### src/rtl/assert_macros.svh
// assertion helpers shared by the rtl files
// each macro samples on clk and is switched off while rst_n is low
`ifndef ASSERT_MACROS_SVH
`define ASSERT_MACROS_SVH

// consequent must hold in the same cycle as the antecedent
`define SCKPF_ASSERT_IMPL(lbl, ante, cons, msg) \
  lbl: assert property (@(posedge clk) disable iff (!rst_n) (ante) |-> (cons)) \
    else $error(msg);

// consequent must hold in the cycle after the antecedent
`define SCKPF_ASSERT_NEXT(lbl, ante, cons, msg) \
  lbl: assert property (@(posedge clk) disable iff (!rst_n) (ante) |=> (cons)) \
    else $error(msg);

`endif

### src/rtl/sckpf_pkg.sv
// ---------------------------------------------------------------------------
// sckpf_pkg
// Types, constants and the height correction shared by the strip crosstalk
// peak finder modules.
// ---------------------------------------------------------------------------
package sckpf_pkg;

  // one strip record
  typedef struct packed {
    logic               digi_present;
    logic signed [15:0] pulse_height;
    logic [2:0]         peak_bin;
    logic [11:0]        sample_three;
    logic [11:0]        sample_four;
    logic               end_of_layer;
  } in_item_t;

  // one reported maximum or end marker
  typedef struct packed {
    logic               found;
    logic [6:0]         strip_index;
    logic signed [15:0] corrected_height;
    logic [2:0]         max_peak_bin;
    logic               last;
  } out_item_t;

  // configuration register map
  localparam int CFG_IDX_W  = 2;
  localparam int CFG_DATA_W = 16;
  localparam logic [CFG_IDX_W-1:0] CFG_PEAK_THRESHOLD = 2'd0;
  localparam logic [CFG_IDX_W-1:0] CFG_HALF_CROSSTALK = 2'd1;

  localparam logic [15:0] PEAK_THRESHOLD_RST = 16'd480;

  // crosstalk arithmetic, levels in 1/16 counts, slope in Q2.8
  localparam int          LEVEL_W    = 13;
  localparam int          DIV_STEPS  = 11;
  localparam logic [22:0] XT_FACTOR  = 23'd1704;
  localparam logic [9:0]  SLOPE_MAX  = 10'd640;
  localparam logic [10:0] SLOPE_BASE = 11'd256;
  localparam logic [11:0] SAMPLE_MIN = 12'd10;

  // accepted peak time bins
  localparam logic [2:0] BIN_LO = 3'd2;
  localparam logic [2:0] BIN_HI = 3'd6;

  // result slots: strip p-2, strip p-1 and the final strip p
  localparam logic [1:0] SLOT_INNER = 2'd0;
  localparam logic [1:0] SLOT_PREV  = 2'd1;
  localparam logic [1:0] SLOT_FINAL = 2'd2;

  // controller to datapath
  typedef struct packed {
    logic       load;
    logic       div_step;
    logic       mul;
    logic       shift;
    logic       flush;
    logic       test;
    logic [1:0] slot;
    logic       emit;
    logic       marker;
    logic       finish;
  } dp_cmd_t;

  // datapath to controller
  typedef struct packed {
    logic       eol;
    logic [2:0] hit;
    logic       can_load;
  } dp_stat_t;

  // raw + 2*mid - left - right, saturated; raw kept when skipped or not positive
  function automatic logic signed [15:0] corr_height(
    input logic signed [15:0] raw,
    input logic [LEVEL_W-1:0] lvl_left,
    input logic [LEVEL_W-1:0] lvl_mid,
    input logic [LEVEL_W-1:0] lvl_right,
    input logic               skip
  );
    logic signed [18:0] acc;
    logic signed [15:0] res;
    acc = {{3{raw[15]}}, raw} + {5'b0, lvl_mid, 1'b0} - {6'b0, lvl_left}
          - {6'b0, lvl_right};
    if (skip || raw <= 16'sd0) begin
      res = raw;
    end else if (acc > 19'sd32767) begin
      res = 16'sh7fff;
    end else if (acc < -19'sd32768) begin
      res = 16'sh8000;
    end else begin
      res = acc[15:0];
    end
    return res;
  endfunction

endpackage

### src/rtl/strip_crosstalk_peak_finder.sv
// ---------------------------------------------------------------------------
// strip_crosstalk_peak_finder
// Crosstalk correction over a three-strip window and local maximum search
// for one detector layer, with a register port for threshold and factor.
//
//   channel  direction  handshake             payload
//   in_      input      in_valid / in_ready   in_item_t, one strip record
//   out_     output     out_valid / out_ready out_item_t, maximum or marker
//   cfg_     input      cfg_valid / cfg_ready cfg_index, cfg_data
//
// From one acceptance to the next a strip passes through the accepting
// cycle, the divider of the sample ratio at one quotient bit per cycle,
// then multiply, window shift, maximum test and emit.
// The final strip of a layer adds flush and two tests, then visits each
// result slot in turn, emitting those with a maximum, plus an end marker.
// Results leave through a single output register; an emit waits while it is
// full and out_ready is low, so out_ready low stalls the sequence there.
// Reset is synchronous: it clears the strip counter and control state and
// sets the threshold to 480 and the halving flag to 0. No clearing pass.
// ---------------------------------------------------------------------------
module strip_crosstalk_peak_finder
  import sckpf_pkg::*;
#(
  parameter int NUM_STRIPS = 128
) (
  input  logic                  clk,
  input  logic                  rst_n,
  input  logic                  in_valid,
  output logic                  in_ready,
  input  in_item_t              in_data,
  output logic                  out_valid,
  input  logic                  out_ready,
  output out_item_t             out_data,
  input  logic                  cfg_valid,
  output logic                  cfg_ready,
  input  logic [CFG_IDX_W-1:0]  cfg_index,
  input  logic [CFG_DATA_W-1:0] cfg_data
);

  logic [15:0] peak_threshold_r;
  logic        half_crosstalk_r;
  dp_cmd_t     cmd;
  dp_stat_t    stat;

  // configuration registers, writes always taken
  assign cfg_ready = 1'b1;

  always_ff @(posedge clk) begin
    if (!rst_n) begin
      peak_threshold_r <= PEAK_THRESHOLD_RST;
      half_crosstalk_r <= 1'b0;
    end else if (cfg_valid) begin
      unique case (cfg_index)
        CFG_PEAK_THRESHOLD: peak_threshold_r <= cfg_data;
        CFG_HALF_CROSSTALK: half_crosstalk_r <= cfg_data[0];
        default: ;
      endcase
    end
  end

  // sequencer
  sckpf_ctrl u_ctrl (
    .clk      (clk),
    .rst_n    (rst_n),
    .in_valid (in_valid),
    .in_ready (in_ready),
    .stat     (stat),
    .cmd      (cmd)
  );

  // datapath
  sckpf_dp #(
    .NUM_STRIPS (NUM_STRIPS)
  ) u_dp (
    .clk            (clk),
    .rst_n          (rst_n),
    .in_data        (in_data),
    .cmd            (cmd),
    .stat           (stat),
    .peak_threshold (peak_threshold_r),
    .half_crosstalk (half_crosstalk_r),
    .out_valid      (out_valid),
    .out_ready      (out_ready),
    .out_data       (out_data)
  );

endmodule

### src/rtl/sckpf_ctrl.sv
// ---------------------------------------------------------------------------
// sckpf_ctrl
// Sequencer for one strip: divider iterations, level multiply, window shift,
// maximum tests, layer flush and result emission.
// ---------------------------------------------------------------------------
`include "assert_macros.svh"

module sckpf_ctrl
  import sckpf_pkg::*;
(
  input  logic     clk,
  input  logic     rst_n,
  input  logic     in_valid,
  output logic     in_ready,
  input  dp_stat_t stat,
  output dp_cmd_t  cmd
);

  localparam logic [3:0] S_IDLE  = 4'd0;
  localparam logic [3:0] S_DIV   = 4'd1;
  localparam logic [3:0] S_MUL   = 4'd2;
  localparam logic [3:0] S_SHIFT = 4'd3;
  localparam logic [3:0] S_TEST0 = 4'd4;
  localparam logic [3:0] S_FLUSH = 4'd5;
  localparam logic [3:0] S_TEST1 = 4'd6;
  localparam logic [3:0] S_TEST2 = 4'd7;
  localparam logic [3:0] S_EMIT  = 4'd8;
  localparam logic [3:0] S_MARK  = 4'd9;

  logic [3:0] state_r, state_nxt;
  logic [3:0] step_r, step_nxt;
  logic [1:0] slot_r, slot_nxt;
  logic [1:0] last_slot;

  assign in_ready  = (state_r == S_IDLE);
  assign last_slot = stat.eol ? SLOT_FINAL : SLOT_INNER;

  // next state and datapath commands
  always_comb begin
    state_nxt = state_r;
    step_nxt  = step_r;
    slot_nxt  = slot_r;
    cmd       = '0;
    unique case (state_r)
      S_IDLE: begin
        if (in_valid) begin
          cmd.load  = 1'b1;
          step_nxt  = 4'(DIV_STEPS - 1);
          state_nxt = S_DIV;
        end
      end
      S_DIV: begin
        cmd.div_step = 1'b1;
        if (step_r == 4'd0) begin
          state_nxt = S_MUL;
        end else begin
          step_nxt = step_r - 4'd1;
        end
      end
      S_MUL: begin
        cmd.mul   = 1'b1;
        state_nxt = S_SHIFT;
      end
      S_SHIFT: begin
        cmd.shift = 1'b1;
        state_nxt = S_TEST0;
      end
      S_TEST0: begin
        cmd.test  = 1'b1;
        cmd.slot  = SLOT_INNER;
        slot_nxt  = SLOT_INNER;
        state_nxt = stat.eol ? S_FLUSH : S_EMIT;
      end
      S_FLUSH: begin
        cmd.flush = 1'b1;
        state_nxt = S_TEST1;
      end
      S_TEST1: begin
        cmd.test  = 1'b1;
        cmd.slot  = SLOT_PREV;
        state_nxt = S_TEST2;
      end
      S_TEST2: begin
        cmd.test  = 1'b1;
        cmd.slot  = SLOT_FINAL;
        state_nxt = S_EMIT;
      end
      S_EMIT: begin
        cmd.slot = slot_r;
        if (!(stat.hit[slot_r] && !stat.can_load)) begin
          cmd.emit = stat.hit[slot_r];
          if (slot_r == last_slot) begin
            if (stat.eol && stat.hit == 3'b000) begin
              state_nxt = S_MARK;
            end else begin
              cmd.finish = 1'b1;
              state_nxt  = S_IDLE;
            end
          end else begin
            slot_nxt = slot_r + 2'd1;
          end
        end
      end
      S_MARK: begin
        if (stat.can_load) begin
          cmd.emit   = 1'b1;
          cmd.marker = 1'b1;
          cmd.finish = 1'b1;
          state_nxt  = S_IDLE;
        end
      end
      default: begin
        state_nxt = S_IDLE;
      end
    endcase
  end

  // state registers
  always_ff @(posedge clk) begin
    if (!rst_n) begin
      state_r <= S_IDLE;
      step_r  <= '0;
      slot_r  <= SLOT_INNER;
    end else begin
      state_r <= state_nxt;
      step_r  <= step_nxt;
      slot_r  <= slot_nxt;
    end
  end

  // checks
  `SCKPF_ASSERT_NEXT(a_busy_after_load, cmd.load, !in_ready, "item taken while busy")
  `SCKPF_ASSERT_NEXT(a_idle_after_finish, cmd.finish, in_ready, "no return to idle")
  `SCKPF_ASSERT_IMPL(a_marker_on_eol, cmd.marker, stat.eol && stat.hit == 3'b000,
                     "end marker outside layer end")

endmodule

### src/rtl/sckpf_dp.sv
// ---------------------------------------------------------------------------
// sckpf_dp
// Datapath: sample ratio divider, crosstalk level multiplier, strip windows,
// height correction, maximum test, result slots and output register.
// ---------------------------------------------------------------------------
`include "assert_macros.svh"

module sckpf_dp
  import sckpf_pkg::*;
#(
  parameter int NUM_STRIPS = 128
) (
  input  logic        clk,
  input  logic        rst_n,
  input  in_item_t    in_data,
  input  dp_cmd_t     cmd,
  output dp_stat_t    stat,
  input  logic [15:0] peak_threshold,
  input  logic        half_crosstalk,
  output logic        out_valid,
  input  logic        out_ready,
  output out_item_t   out_data
);

  localparam int CNT_W = $clog2(NUM_STRIPS);
  typedef logic [CNT_W-1:0] cnt_t;
  typedef logic [CNT_W:0]   qx_t;

  // item and divider registers
  logic signed [15:0]   h_r;
  logic [2:0]           bin_r;
  logic                 eol_r;
  logic                 xt_zero_r;
  logic [23:0]          rem_r;
  logic [25:0]          dsh_r;
  logic [10:0]          quo_r;
  logic                 sat_r;
  logic [22:0]          prod1_r;
  logic [LEVEL_W-1:0]   level_r, level_nxt;

  // strip windows, oldest at index 0
  logic signed [15:0]   raw_w_r [3];
  logic [LEVEL_W-1:0]   xt_w_r  [3];
  logic [2:0]           bin_w_r [3];
  logic signed [15:0]   cor_w_r [3];
  cnt_t                 cnt_r;

  // result slots and output register
  logic [2:0]           res_hit_r;
  logic [6:0]           res_idx_r [3];
  logic signed [15:0]   res_h_r   [3];
  logic [2:0]           res_bin_r [3];
  logic                 out_valid_r;
  out_item_t            out_data_r;

  // accept-time divider setup: dividend 2560*s4, divisor 10*s3+1
  logic [15:0] div_in;
  logic [23:0] dividend;
  logic        sat_nxt;
  logic        div_ge;
  logic        eol_nxt;

  assign div_in   = ({4'b0, in_data.sample_three} << 3) + ({4'b0, in_data.sample_three} << 1)
                    + 16'd1;
  assign dividend = ({12'b0, in_data.sample_four} << 11) + ({12'b0, in_data.sample_four} << 9);
  assign sat_nxt  = ({3'b0, dividend} >= {div_in, 11'b0});
  assign div_ge   = ({2'b0, rem_r} >= dsh_r);
  assign eol_nxt  = in_data.end_of_layer || (cnt_r == cnt_t'(NUM_STRIPS - 1));

  // slope clamp and level multiply
  logic [10:0] diff;
  logic [9:0]  slope;
  logic [32:0] prod;

  always_comb begin
    diff = quo_r - SLOPE_BASE;
    if (sat_r) begin
      slope = SLOPE_MAX;
    end else if (quo_r < SLOPE_BASE) begin
      slope = '0;
    end else if (diff > {1'b0, SLOPE_MAX}) begin
      slope = SLOPE_MAX;
    end else begin
      slope = diff[9:0];
    end
    prod = 33'(prod1_r) * 33'(slope);
    if (xt_zero_r) begin
      level_nxt = '0;
    end else if (half_crosstalk) begin
      level_nxt = {1'b0, prod[32:21]};
    end else begin
      level_nxt = prod[32:20];
    end
  end

  // height correction of strip p-1 on shift, of the final strip on flush
  logic               corr_skip;
  logic signed [15:0] cor_nxt;

  always_comb begin
    if (cmd.flush) begin
      corr_skip = (cnt_r == cnt_t'(0));
      cor_nxt   = corr_height(raw_w_r[2], xt_w_r[1], xt_w_r[2], '0, corr_skip);
    end else begin
      corr_skip = (cnt_r == cnt_t'(1));
      if (cnt_r == cnt_t'(0)) begin
        cor_nxt = '0;
      end else begin
        cor_nxt = corr_height(raw_w_r[2], xt_w_r[1], xt_w_r[2], level_r, corr_skip);
      end
    end
  end

  // local maximum test for the selected slot
  logic signed [15:0] t_left, t_mid, t_right;
  logic               t_has_right;
  logic [2:0]         t_bin;
  qx_t                t_off, t_q;
  logic [8:0]         t_idx9;
  logic signed [17:0] t_sum;
  logic               t_hit;

  always_comb begin
    t_left      = cor_w_r[0];
    t_mid       = cor_w_r[1];
    t_right     = cor_w_r[2];
    t_has_right = 1'b1;
    t_bin       = bin_w_r[0];
    t_off       = qx_t'(2);
    unique case (cmd.slot)
      SLOT_INNER: begin
        t_bin = bin_w_r[0];
        t_off = qx_t'(2);
      end
      SLOT_PREV: begin
        t_bin = bin_w_r[1];
        t_off = qx_t'(1);
      end
      SLOT_FINAL: begin
        t_left      = cor_w_r[1];
        t_mid       = cor_w_r[2];
        t_has_right = 1'b0;
        t_bin       = bin_w_r[2];
        t_off       = qx_t'(0);
      end
      default: begin
        t_off = qx_t'(2);
      end
    endcase
    t_q    = {1'b0, cnt_r} - t_off;
    t_idx9 = 9'(t_q[CNT_W-1:0]);
    t_sum  = 18'(t_left) + 18'(t_mid) + (t_has_right ? 18'(t_right) : 18'sd0);
    t_hit  = !t_q[CNT_W] && (t_q != qx_t'(0))
             && (t_sum > $signed({2'b0, peak_threshold}))
             && (t_mid > t_left)
             && (!t_has_right || t_mid >= t_right)
             && (t_bin >= BIN_LO) && (t_bin <= BIN_HI);
  end

  // last flag: end of layer with no later slot holding a maximum
  logic can_load;
  logic emit_last;

  assign can_load = !out_valid_r || out_ready;

  always_comb begin
    unique case (cmd.slot)
      SLOT_INNER: emit_last = eol_r && (res_hit_r[2:1] == 2'b00);
      SLOT_PREV:  emit_last = eol_r && !res_hit_r[2];
      SLOT_FINAL: emit_last = eol_r;
      default:    emit_last = eol_r;
    endcase
  end

  // item capture, divider iterations, level
  always_ff @(posedge clk) begin
    if (cmd.load) begin
      h_r       <= in_data.pulse_height;
      bin_r     <= in_data.peak_bin;
      eol_r     <= eol_nxt;
      xt_zero_r <= !in_data.digi_present || (in_data.sample_four < SAMPLE_MIN);
      rem_r     <= dividend;
      dsh_r     <= {div_in, 10'b0};
      quo_r     <= '0;
      sat_r     <= sat_nxt;
      prod1_r   <= 23'(in_data.sample_four) * XT_FACTOR;
    end
    if (cmd.div_step) begin
      if (div_ge) begin
        rem_r <= rem_r - dsh_r[23:0];
      end
      quo_r <= {quo_r[9:0], div_ge};
      dsh_r <= dsh_r >> 1;
    end
    if (cmd.mul) begin
      level_r <= level_nxt;
    end
  end

  // strip windows and corrected heights
  always_ff @(posedge clk) begin
    if (cmd.shift) begin
      raw_w_r <= '{raw_w_r[1], raw_w_r[2], h_r};
      xt_w_r  <= '{xt_w_r[1], xt_w_r[2], level_r};
      bin_w_r <= '{bin_w_r[1], bin_w_r[2], bin_r};
    end
    if (cmd.shift || cmd.flush) begin
      cor_w_r <= '{cor_w_r[1], cor_w_r[2], cor_nxt};
    end
    if (cmd.test) begin
      res_idx_r[cmd.slot] <= t_idx9[6:0];
      res_h_r[cmd.slot]   <= t_mid;
      res_bin_r[cmd.slot] <= t_bin;
    end
  end

  // strip counter, hit flags and output valid
  always_ff @(posedge clk) begin
    if (!rst_n) begin
      cnt_r       <= '0;
      res_hit_r   <= '0;
      out_valid_r <= 1'b0;
    end else begin
      if (cmd.load) begin
        res_hit_r <= '0;
      end else if (cmd.test) begin
        res_hit_r[cmd.slot] <= t_hit;
      end
      if (cmd.finish) begin
        cnt_r <= eol_r ? '0 : cnt_r + cnt_t'(1);
      end
      if (cmd.emit) begin
        out_valid_r <= 1'b1;
      end else if (out_ready) begin
        out_valid_r <= 1'b0;
      end
    end
  end

  // output payload
  always_ff @(posedge clk) begin
    if (cmd.emit) begin
      if (cmd.marker) begin
        out_data_r <= '{found: 1'b0, strip_index: '0, corrected_height: '0,
                        max_peak_bin: '0, last: 1'b1};
      end else begin
        out_data_r <= '{found: 1'b1, strip_index: res_idx_r[cmd.slot],
                        corrected_height: res_h_r[cmd.slot],
                        max_peak_bin: res_bin_r[cmd.slot], last: emit_last};
      end
    end
  end

  assign out_valid     = out_valid_r;
  assign out_data      = out_data_r;
  assign stat.eol      = eol_r;
  assign stat.hit      = res_hit_r;
  assign stat.can_load = can_load;

  // checks
  `SCKPF_ASSERT_IMPL(a_emit_room, cmd.emit, can_load, "output register overwritten")
  `SCKPF_ASSERT_IMPL(a_marker_last, out_valid_r && !out_data_r.found, out_data_r.last,
                     "end marker without last")
  `SCKPF_ASSERT_NEXT(a_cnt_cleared, cmd.finish && eol_r, cnt_r == cnt_t'(0),
                     "strip counter not cleared at layer end")

endmodule
### config.mk
export PLATFORM = sky130hd
export DESIGN_NAME = strip_crosstalk_peak_finder
export DESIGN_NICKNAME = d
export VERILOG_FILES = /design/src/rtl/sckpf_pkg.sv /design/src/rtl/strip_crosstalk_peak_finder.sv /design/src/rtl/sckpf_ctrl.sv /design/src/rtl/sckpf_dp.sv
export VERILOG_INCLUDE_DIRS = /design/src /design/src/rtl
export SDC_FILE = /design/constraint.sdc
export NUM_CORES = 1
export LEC_CHECK = 0
export BUFFER_PORTS_ARGS = -buffer_cell sky130_fd_sc_hd__buf_2
export CORE_UTILIZATION = 44
export CTS_CLUSTER_SIZE = 24
export DETAILED_ROUTE_END_ITERATION = 8
export HOLD_SLACK_MARGIN = 0.15
export PLACE_DENSITY = 0.6
export SLEW_MARGIN = 20
export SYNTH_ARGS = -nofsm -noshare
export SYNTH_HDL_FRONTEND = slang
export SYNTH_SLANG_ARGS = --single-unit
### constraint.sdc
create_clock -name clk -period 10.8 [get_ports clk]
set_clock_uncertainty 0.05 [all_clocks]
set_input_delay 1.62 -clock clk [delete_from_list [all_inputs] [get_ports clk]]
set_output_delay 1.62 -clock clk [all_outputs]
set_load 0.03 [all_outputs]
==> results of run 1 <==
cells by family after synthesis:
group,count (synthesis)
compound gates,558
mux,74
simple gates,827
xor+xnor,133
other cells,1
fa+ha+maj,487
buf+inv,521
flops,359
cell usage after synthesis (5+ instances only):
| master | number |
|---|---|
| inv_1 | 419 |
| ha_1 | 313 |
| edfxtp_1 | 296 |
| nand2_1 | 295 |
| nor2_1 | 188 |
| fa_1 | 174 |
| a21oi_1 | 148 |
| o21ai_0 | 118 |
| xnor2_1 | 91 |
| and3_1 | 73 |
| clkbuf_1 | 65 |
| dfxtp_1 | 63 |
| and2_1 | 49 |
| a21o_1 | 48 |
| nor3_1 | 45 |
| xor2_1 | 42 |
| a211oi_1 | 41 |
| mux2i_1 | 39 |
| nand3_1 | 38 |
| mux2_2 | 35 |
| o21a_1 | 32 |
| nor2b_1 | 31 |
| nand2b_1 | 25 |
| a31oi_1 | 24 |
| buf_1 | 22 |
| o21bai_1 | 21 |
| nand4_1 | 19 |
| nor4_1 | 13 |
| o211ai_1 | 13 |
| nand3b_1 | 11 |
| o22ai_1 | 11 |
| or3_1 | 11 |
| o31ai_1 | 9 |
| a2111oi_0 | 8 |
| a21boi_0 | 8 |
| or2_2 | 8 |
| a211o_1 | 5 |
| a22oi_1 | 5 |
| o2111ai_1 | 5 |
| o211a_1 | 5 |
| o41ai_1 | 5 |
routing by layer:
layer	up-vias	GRT usage	part of all wire
met4	0	0.0645	0.027
met3	108	0.0263	0.036
li1	10300	-	-
met2	408	0.365	0.49
met5	-	0	0
met1	10300	0.267	0.44
where the power goes:
part / internal [mW] / total [mW] / leakage, nW / switching [mW]
logic: 2.70 / 6.55 / 10.3 / 3.85
clock network: 0.961 / 1.57 / 0.729 / 0.606
registers: 1.91 / 2.20 / 3.26 / 0.289
how the worst max path moves through the flow:
| stage | endpoint | from | slack [ns] | depth (start not counted) |
|---|---|---|---|---|
| finish | u_dp.level_r[11] | u_dp.quo_r[8] | 2.14 | 31 |
| global placement | u_dp.level_r[11] | u_dp.quo_r[4] | 2.46 | 29 |
| detailed placement | u_dp.level_r[11] | u_dp.quo_r[8] | 2.21 | 31 |
| global route | u_dp.res_hit_r[0] | u_ctrl.state_r[3] | 1.43 | 36 |
| floorplan | u_dp.res_hit_r[0] | u_ctrl.state_r[3] | 3.25 | 37 |
| CTS | u_dp.level_r[11] | u_dp.quo_r[8] | 2.18 | 31 |
area by class of cell:
cell class / instances / share of cell area
repair buffers: 117 / 0.0199
clock buffers: 50 / 0.0348
clock inverters: 30 / 0.0133
multi-input cells: 2080 / 0.532
flip-flops and latches: 359 / 0.317
inverters: 421 / 0.0494
well taps: 855 / 0.0334
stage by stage:
| stage | worst slack, ns | cells | power (mW) | instance area, um^2 | utilization |
|---|---|---|---|---|---|
| 6_report | 2.14 | 3912 | 10.3 | 32000 | 0.493 |
| 5_1_grt | 1.43 | 3912 | 11.5 | 32000 | 0.493 |
| 4_1_cts | 2.18 | 3912 | 10.5 | 32000 | 0.492 |
| 3_5_place_dp | 2.21 | 3832 | 8.81 | 30400 | 0.469 |
| 3_3_place_gp | 2.46 | 3832 | 8.65 | 30400 | 0.469 |
| 2_1_floorplan | 3.25 | 2960 | 7.30 | 29100 | - |
sequential cells by signal (all words and copies together), names as in the netlist, 7 cells and up:
| signal | count |
|---|---|
| u_dp.dsh_r | 26 |
| u_dp.quo_r | 11 |
| u_dp.xt_w_r | 26 |
| peak_threshold_r | 16 |
| u_dp.prod1_r | 20 |
| u_dp.t_right | 16 |
| u_dp.cnt_r | 7 |
| u_dp.cor_w_r | 32 |
| u_dp.res_idx_r | 21 |
| u_dp.h_r | 16 |
| u_dp.raw_w_r | 16 |
| u_dp.res_h_r | 48 |
| u_dp.rem_r | 24 |
| u_dp.bin_w_r | 9 |
| u_dp.level_r | 13 |
| u_dp.res_bin_r | 9 |
| u_dp.out_data | 28 |
==> out/summary.txt, run 1 <==
Setup TNS: 0 ns
Layout Area Growth over Synthesis: 9.88%
DP HPWL: 53,000 um
WP data arrival: 8.93 ns
Die ar.: 67,200 um^2
FILL cells: 6,058
Commonest non-fill, non-tap cells in the layout: 417 x inv_1, 312 x ha_1, 296 x edfxtp_1
# resized after CTS: 0
Crit path buf inv count: 7
Final Hold Fails: 0
Hold path depth: 0
Top_reg_cell synth: edfxtp_1
Global route total overflow: 0
Synth Area in Adders: 0.254
Area of the multi-input gates: 17,000 um^2
Number of DRC markers in iteration 0: 1,067
CP peak stage delay: 0.76 ns
Flops & latches, synth: 359
Total track usage: 0.209
Measured slew at the worst slew-check pin: 1.04 ns
Most common cell after layout, fill and taps aside: inv_1
Sequential fraction of the synthesis area: 0.349
Main combinational cell family by area after synthesis: adder cells
Syn. warnings: 0
Synth top area cells: edfxtp_1 31%, ha_1 13%, fa_1 12%
Syn_nets: 3,515
Startpoint types: flip-flop
Top cell type's share of synthesized area: 0.305
Starting Density: 0.448
Rows: 93
Layout cells sized above 1: 0.0909
Hold buffers post-CTS: 0
Endpoint class of the critical path: flip-flop
Number of antenna diodes: 0
Clock slew seen by the registers of the worst setup and hold paths: 0.06 ns
Post-detailed-route wirelength per cell: 17.7 um
RSZ-0062 raised after global routing: no
Vias in the first global route: 21,400
Final setup viols: 0
Mux cell area share after synthesis: 0.0270
Clk_lat worst skew: 0.59 ns
Total Wirelength: 69,100 um
Worst-case clock buffer depth: 3
Initial antenna violation count: 0
Die height: 259 um
CP max FO: 58
Worst hold slack: 0.367 ns
Worst r2r dst: u_dp.level_r[11]
CTS sink cnt: 359
Vias per cell: 5.39
Largest net degree at the start of global routing: 60
Post-Syn Area per Cell: 9.83 um^2
Compound-gate portion of the synthesized area: 0.126
Port bufs: 97
Die X: 259 um
GP Congestion: 0.904
Root Driver: clkbuf_16
Max-slew violation count: 0
Number of cells on the worst reg-to-reg path: 31
Final ANT Viol Nets: 0
Worst hold path class: flip-flop to flip-flop
Flop2flop setup slack: 2.14 ns
Reg area: 10,100 um^2
Leak pwr: 14.3 nW
Detailed Routing Iterations Pass 1: 5
Final Cycle Share: 0.802
CTS H-tree depth: 2
Maximum VDD drop: 456 uV
Power density cells: 323 nW/um^2
Reg-to-reg startpoint: u_dp.quo_r[8]
Worst path slowest cell: and2_1
Max-cap violations: 0
Worst EP required: 11.07 ns
Vias: 21,100
Min-delay src: u_dp.h_r[11]
Status: finished clean
Ys async rst share: 0
Post-synthesis simple-gate area fraction: 0.135
IO Pins: 99
Number of flops mapped to enable cells by yosys: 296
Nets: 3,577
Tmin final: 8.66 ns
CTS tree: yes
F_max: 0.115 GHz
Critical path class: flip-flop to flip-flop
Core region area: 64,900 um^2
Setup repair bufs after CTS: 0
Yosys cell types: 91
Hold Crit Endpoint: u_dp.raw_w_r[11]
Post-synth top area cell: edfxtp_1
Post-synthesis cell area: 29,100 um^2
Slew HR: 0.286
XOR/XNOR Fraction of Synth Area: 0.0400
Cell mode on critical path: inv_1
Global-route wire length before repair: 112,000 um
Family with the most delay on the worst path: adder cells
Cts bufs inserted: 43
# DRC: 0
Synthesized instance count: 2,960
Power figures use the tool's default switching activity.
==> inputs of run 2 (changes only) <==
--- a/config.mk
+++ b/config.mk
@@ -11,7 +11,7 @@
 export CTS_CLUSTER_SIZE = 24
 export DETAILED_ROUTE_END_ITERATION = 8
 export HOLD_SLACK_MARGIN = 0.15
-export PLACE_DENSITY = 0.6
+export PLACE_DENSITY = 0.62
 export SLEW_MARGIN = 20
 export SYNTH_ARGS = -nofsm -noshare
 export SYNTH_HDL_FRONTEND = slang
==> constraint.sdc (replaced) <==
create_clock -name clk -period 7 [get_ports clk]
set_clock_uncertainty 0.05 [all_clocks]
set_input_delay 1.05 -clock clk [delete_from_list [all_inputs] [get_ports clk]]
set_output_delay 1.05 -clock clk [all_outputs]
set_load 0.03 [all_outputs]
==> out/summary.txt, run 2 (synthesis gave the netlist of run 1 again) <==
Status: finished clean (unchanged)
Worst path slowest cell: fa_1 (was and2_1)
Starting Density: 0.448 (unchanged)
Startpoint types: flip-flop (unchanged)
Flop2flop setup slack: 0.02 ns (was 2.14 ns)
Worst hold path class: flip-flop to flip-flop (unchanged)
Most common cell after layout, fill and taps aside: inv_1 (unchanged)
Die ar.: 67,200 um^2 (unchanged)
DP HPWL: 52,500 um (was 53,000 um)
# DRC: 0 (unchanged)
Final setup viols: 0 (unchanged)
Total Wirelength: 70,500 um (was 69,100 um)
Die height: 259 um (unchanged)
CP max FO: 6 (was 58)
Endpoint class of the critical path: flip-flop (unchanged)
Layout Area Growth over Synthesis: 14.9% (was 9.88%)
Die X: 259 um (unchanged)
Largest net degree at the start of global routing: 55 (was 60)
Layout cells sized above 1: 0.155 (was 0.0909)
Util after Layout: 0.515 (was 0.493)
Min-delay src: u_dp.h_r[3] (was u_dp.h_r[11])
Root Driver: clkbuf_16 (unchanged)
Vias in the first global route: 22,000 (was 21,400)
Tmin final: 6.98 ns (was 8.66 ns)
CTS tree: yes (unchanged)
Commonest non-fill, non-tap cells in the layout: 402 x inv_1, 300 x ha_1, 296 x edfxtp_1 (was 417 x inv_1, 312 x ha_1, 296 x edfxtp_1)
F_max: 0.143 GHz (was 0.115 GHz)
Power density cells: 520 nW/um^2 (was 323 nW/um^2)
Clock slew seen by the registers of the worst setup and hold paths: 0.06 ns (about the same)
Core region area: 64,900 um^2 (unchanged)
RSZ-0062 raised after global routing: yes (was no)
GP Congestion: 0.905 (was 0.904)
CTS H-tree depth: 2 (unchanged)
Worst EP required: 7.25 ns (was 11.07 ns)
Worst-case clock buffer depth: 3 (unchanged)
Clk_lat worst skew: 0.59 ns (about the same)
Detailed Routing Iterations Pass 1: 5 (unchanged)
Global-route wire length before repair: 113,000 um (was 112,000 um)
Worst hold slack: 0.367 ns (about the same)
Cts bufs inserted: 41 (was 43)
Vias per cell: 5.39 (about the same)
WP data arrival: 7.23 ns (was 8.93 ns)
Max reg flops: 48 (unchanged)
Slew HR: 0.379 (was 0.286)
Number of DRC markers in iteration 0: 1,388 (was 1,067)
IO Pins: 99 (unchanged)
Measured slew at the worst slew-check pin: 0.932 ns (was 1.04 ns)
CTS sink cnt: 359 (unchanged)
Total track usage: 0.209 (about the same)
Placed cells: 3,906 (was 3,832)
Worst r2r dst: u_dp.level_r[12] (was u_dp.level_r[11])
Final ANT Viol Nets: 0 (unchanged)
Hold Crit Endpoint: u_dp.raw_w_r[3] (was u_dp.raw_w_r[11])
Leak pwr: 15.0 nW (was 14.3 nW)
FILL cells: 5,837 (was 6,058)
CP peak stage delay: 0.56 ns (was 0.76 ns)
Vias: 21,800 (was 21,100)
Hold path depth: 0 (unchanged)
Number of cells on the worst reg-to-reg path: 31 (unchanged)
Critical path class: flip-flop to flip-flop (unchanged)
Nets: 3,707 (was 3,577)
Max-cap violations: 0 (unchanged)
Reg-to-reg startpoint: u_dp.quo_r[8] (unchanged)
Hold buffers post-CTS: 0 (unchanged)
Rows: 93 (unchanged)
Port bufs: 97 (unchanged)
Non-Filler Instances: 4,041 (was 3,912)
Final Hold Fails: 0 (unchanged)
Initial antenna violation count: 1 (was 0)
Maximum VDD drop: 530 uV (was 456 uV)
Register bank with the most flops: u_dp.res_h_r (unchanged)
Final Cycle Share: 0.997 (was 0.802)
Max-slew violation count: 0 (unchanged)
Global route total overflow: 0 (unchanged)
Post-detailed-route wirelength per cell: 17.4 um (was 17.7 um)
-- run 2: final cells by class --
type	count	area [um^2]	area share
Timing Repair Buffer	248	1700	0.0509
Multi-Input combinational cell	2081	17500	0.523
Clock buffer	52	1120	0.0334
Sequential cell	359	10100	0.303
Inverter	421	1580	0.0472
Tap cell	855	1070	0.0320
Antenna cell	1	2.50	0.0000748
Clock inverter	24	319	0.00954
-- run 2: through the flow --
step / TNS (ns) / instance area (um^2) / setup slack (ns) / power [mW]
floorplan: 0 / 29200 / 0.0362 / 11.3
global placement: -0.000389 / 31100 / -0.000389 / 13.5
detailed placement: -1.16 / 31100 / -0.235 / 13.8
CTS: -0.0183 / 33100 / -0.0183 / 16.8
global route: -1.23 / 33400 / -0.215 / 19.2
finish: 0 / 33400 / 0.0192 / 17.4
-- run 2: worst max path at each step --
stage / startpoint / to / slack, ns / depth (start not counted)
2_1_floorplan: u_ctrl.state_r[3] / u_dp.res_hit_r[0] / 0.04 / 39
3_3_place_gp: u_dp.quo_r[8] / u_dp.level_r[11] / -0.0004 / 31
3_5_place_dp: u_dp.quo_r[8] / u_dp.level_r[11] / -0.23 / 31
4_1_cts: u_dp.quo_r[8] / u_dp.level_r[12] / -0.02 / 31
5_1_grt: u_dp.quo_r[8] / u_dp.level_r[11] / -0.22 / 31
6_report: u_dp.quo_r[8] / u_dp.level_r[12] / 0.02 / 31
-- run 2: where the power goes --
part	switching (mW)	internal, mW	leakage (nW)
logic	6.68	5.10	11.0
clock network	0.938	1.34	0.681
registers	0.390	2.95	3.26
-- run 2: routing by layer --
| layer | routed length [um] | up-vias | share of wire | track usage |
|---|---|---|---|---|
| met3 | 3230 | 120 | 0.046 | 0.0244 |
| met5 | 0 | - | 0 | 0 |
| met2 | 34800 | 501 | 0.49 | 0.368 |
| li1 | - | 10600 | - | - |
| met1 | 30800 | 10600 | 0.44 | 0.271 |
| met4 | 1700 | 0 | 0.024 | 0.0541 |
-- run 2: worst max-delay path: cells and delay by family (launching register included) --
family	cells	cell delay (ns)
adder cells (fa/ha/maj)	7	2.97
XOR/XNOR	2	0.25
flip-flops	1	0.43
buffers and inverters	7	0.45
AO/OA/AOI/OAI	8	1.20
AND/OR/NAND/NOR	7	1.35
-- run 2: repair_timing --
action                                  4_1_cts  5_1_grt
endpoints found under the setup margin       12       26
buffers inserted                             47       12
pin swaps                                    63       70
gates cloned                                  2        1
gates resized for setup                      49       71
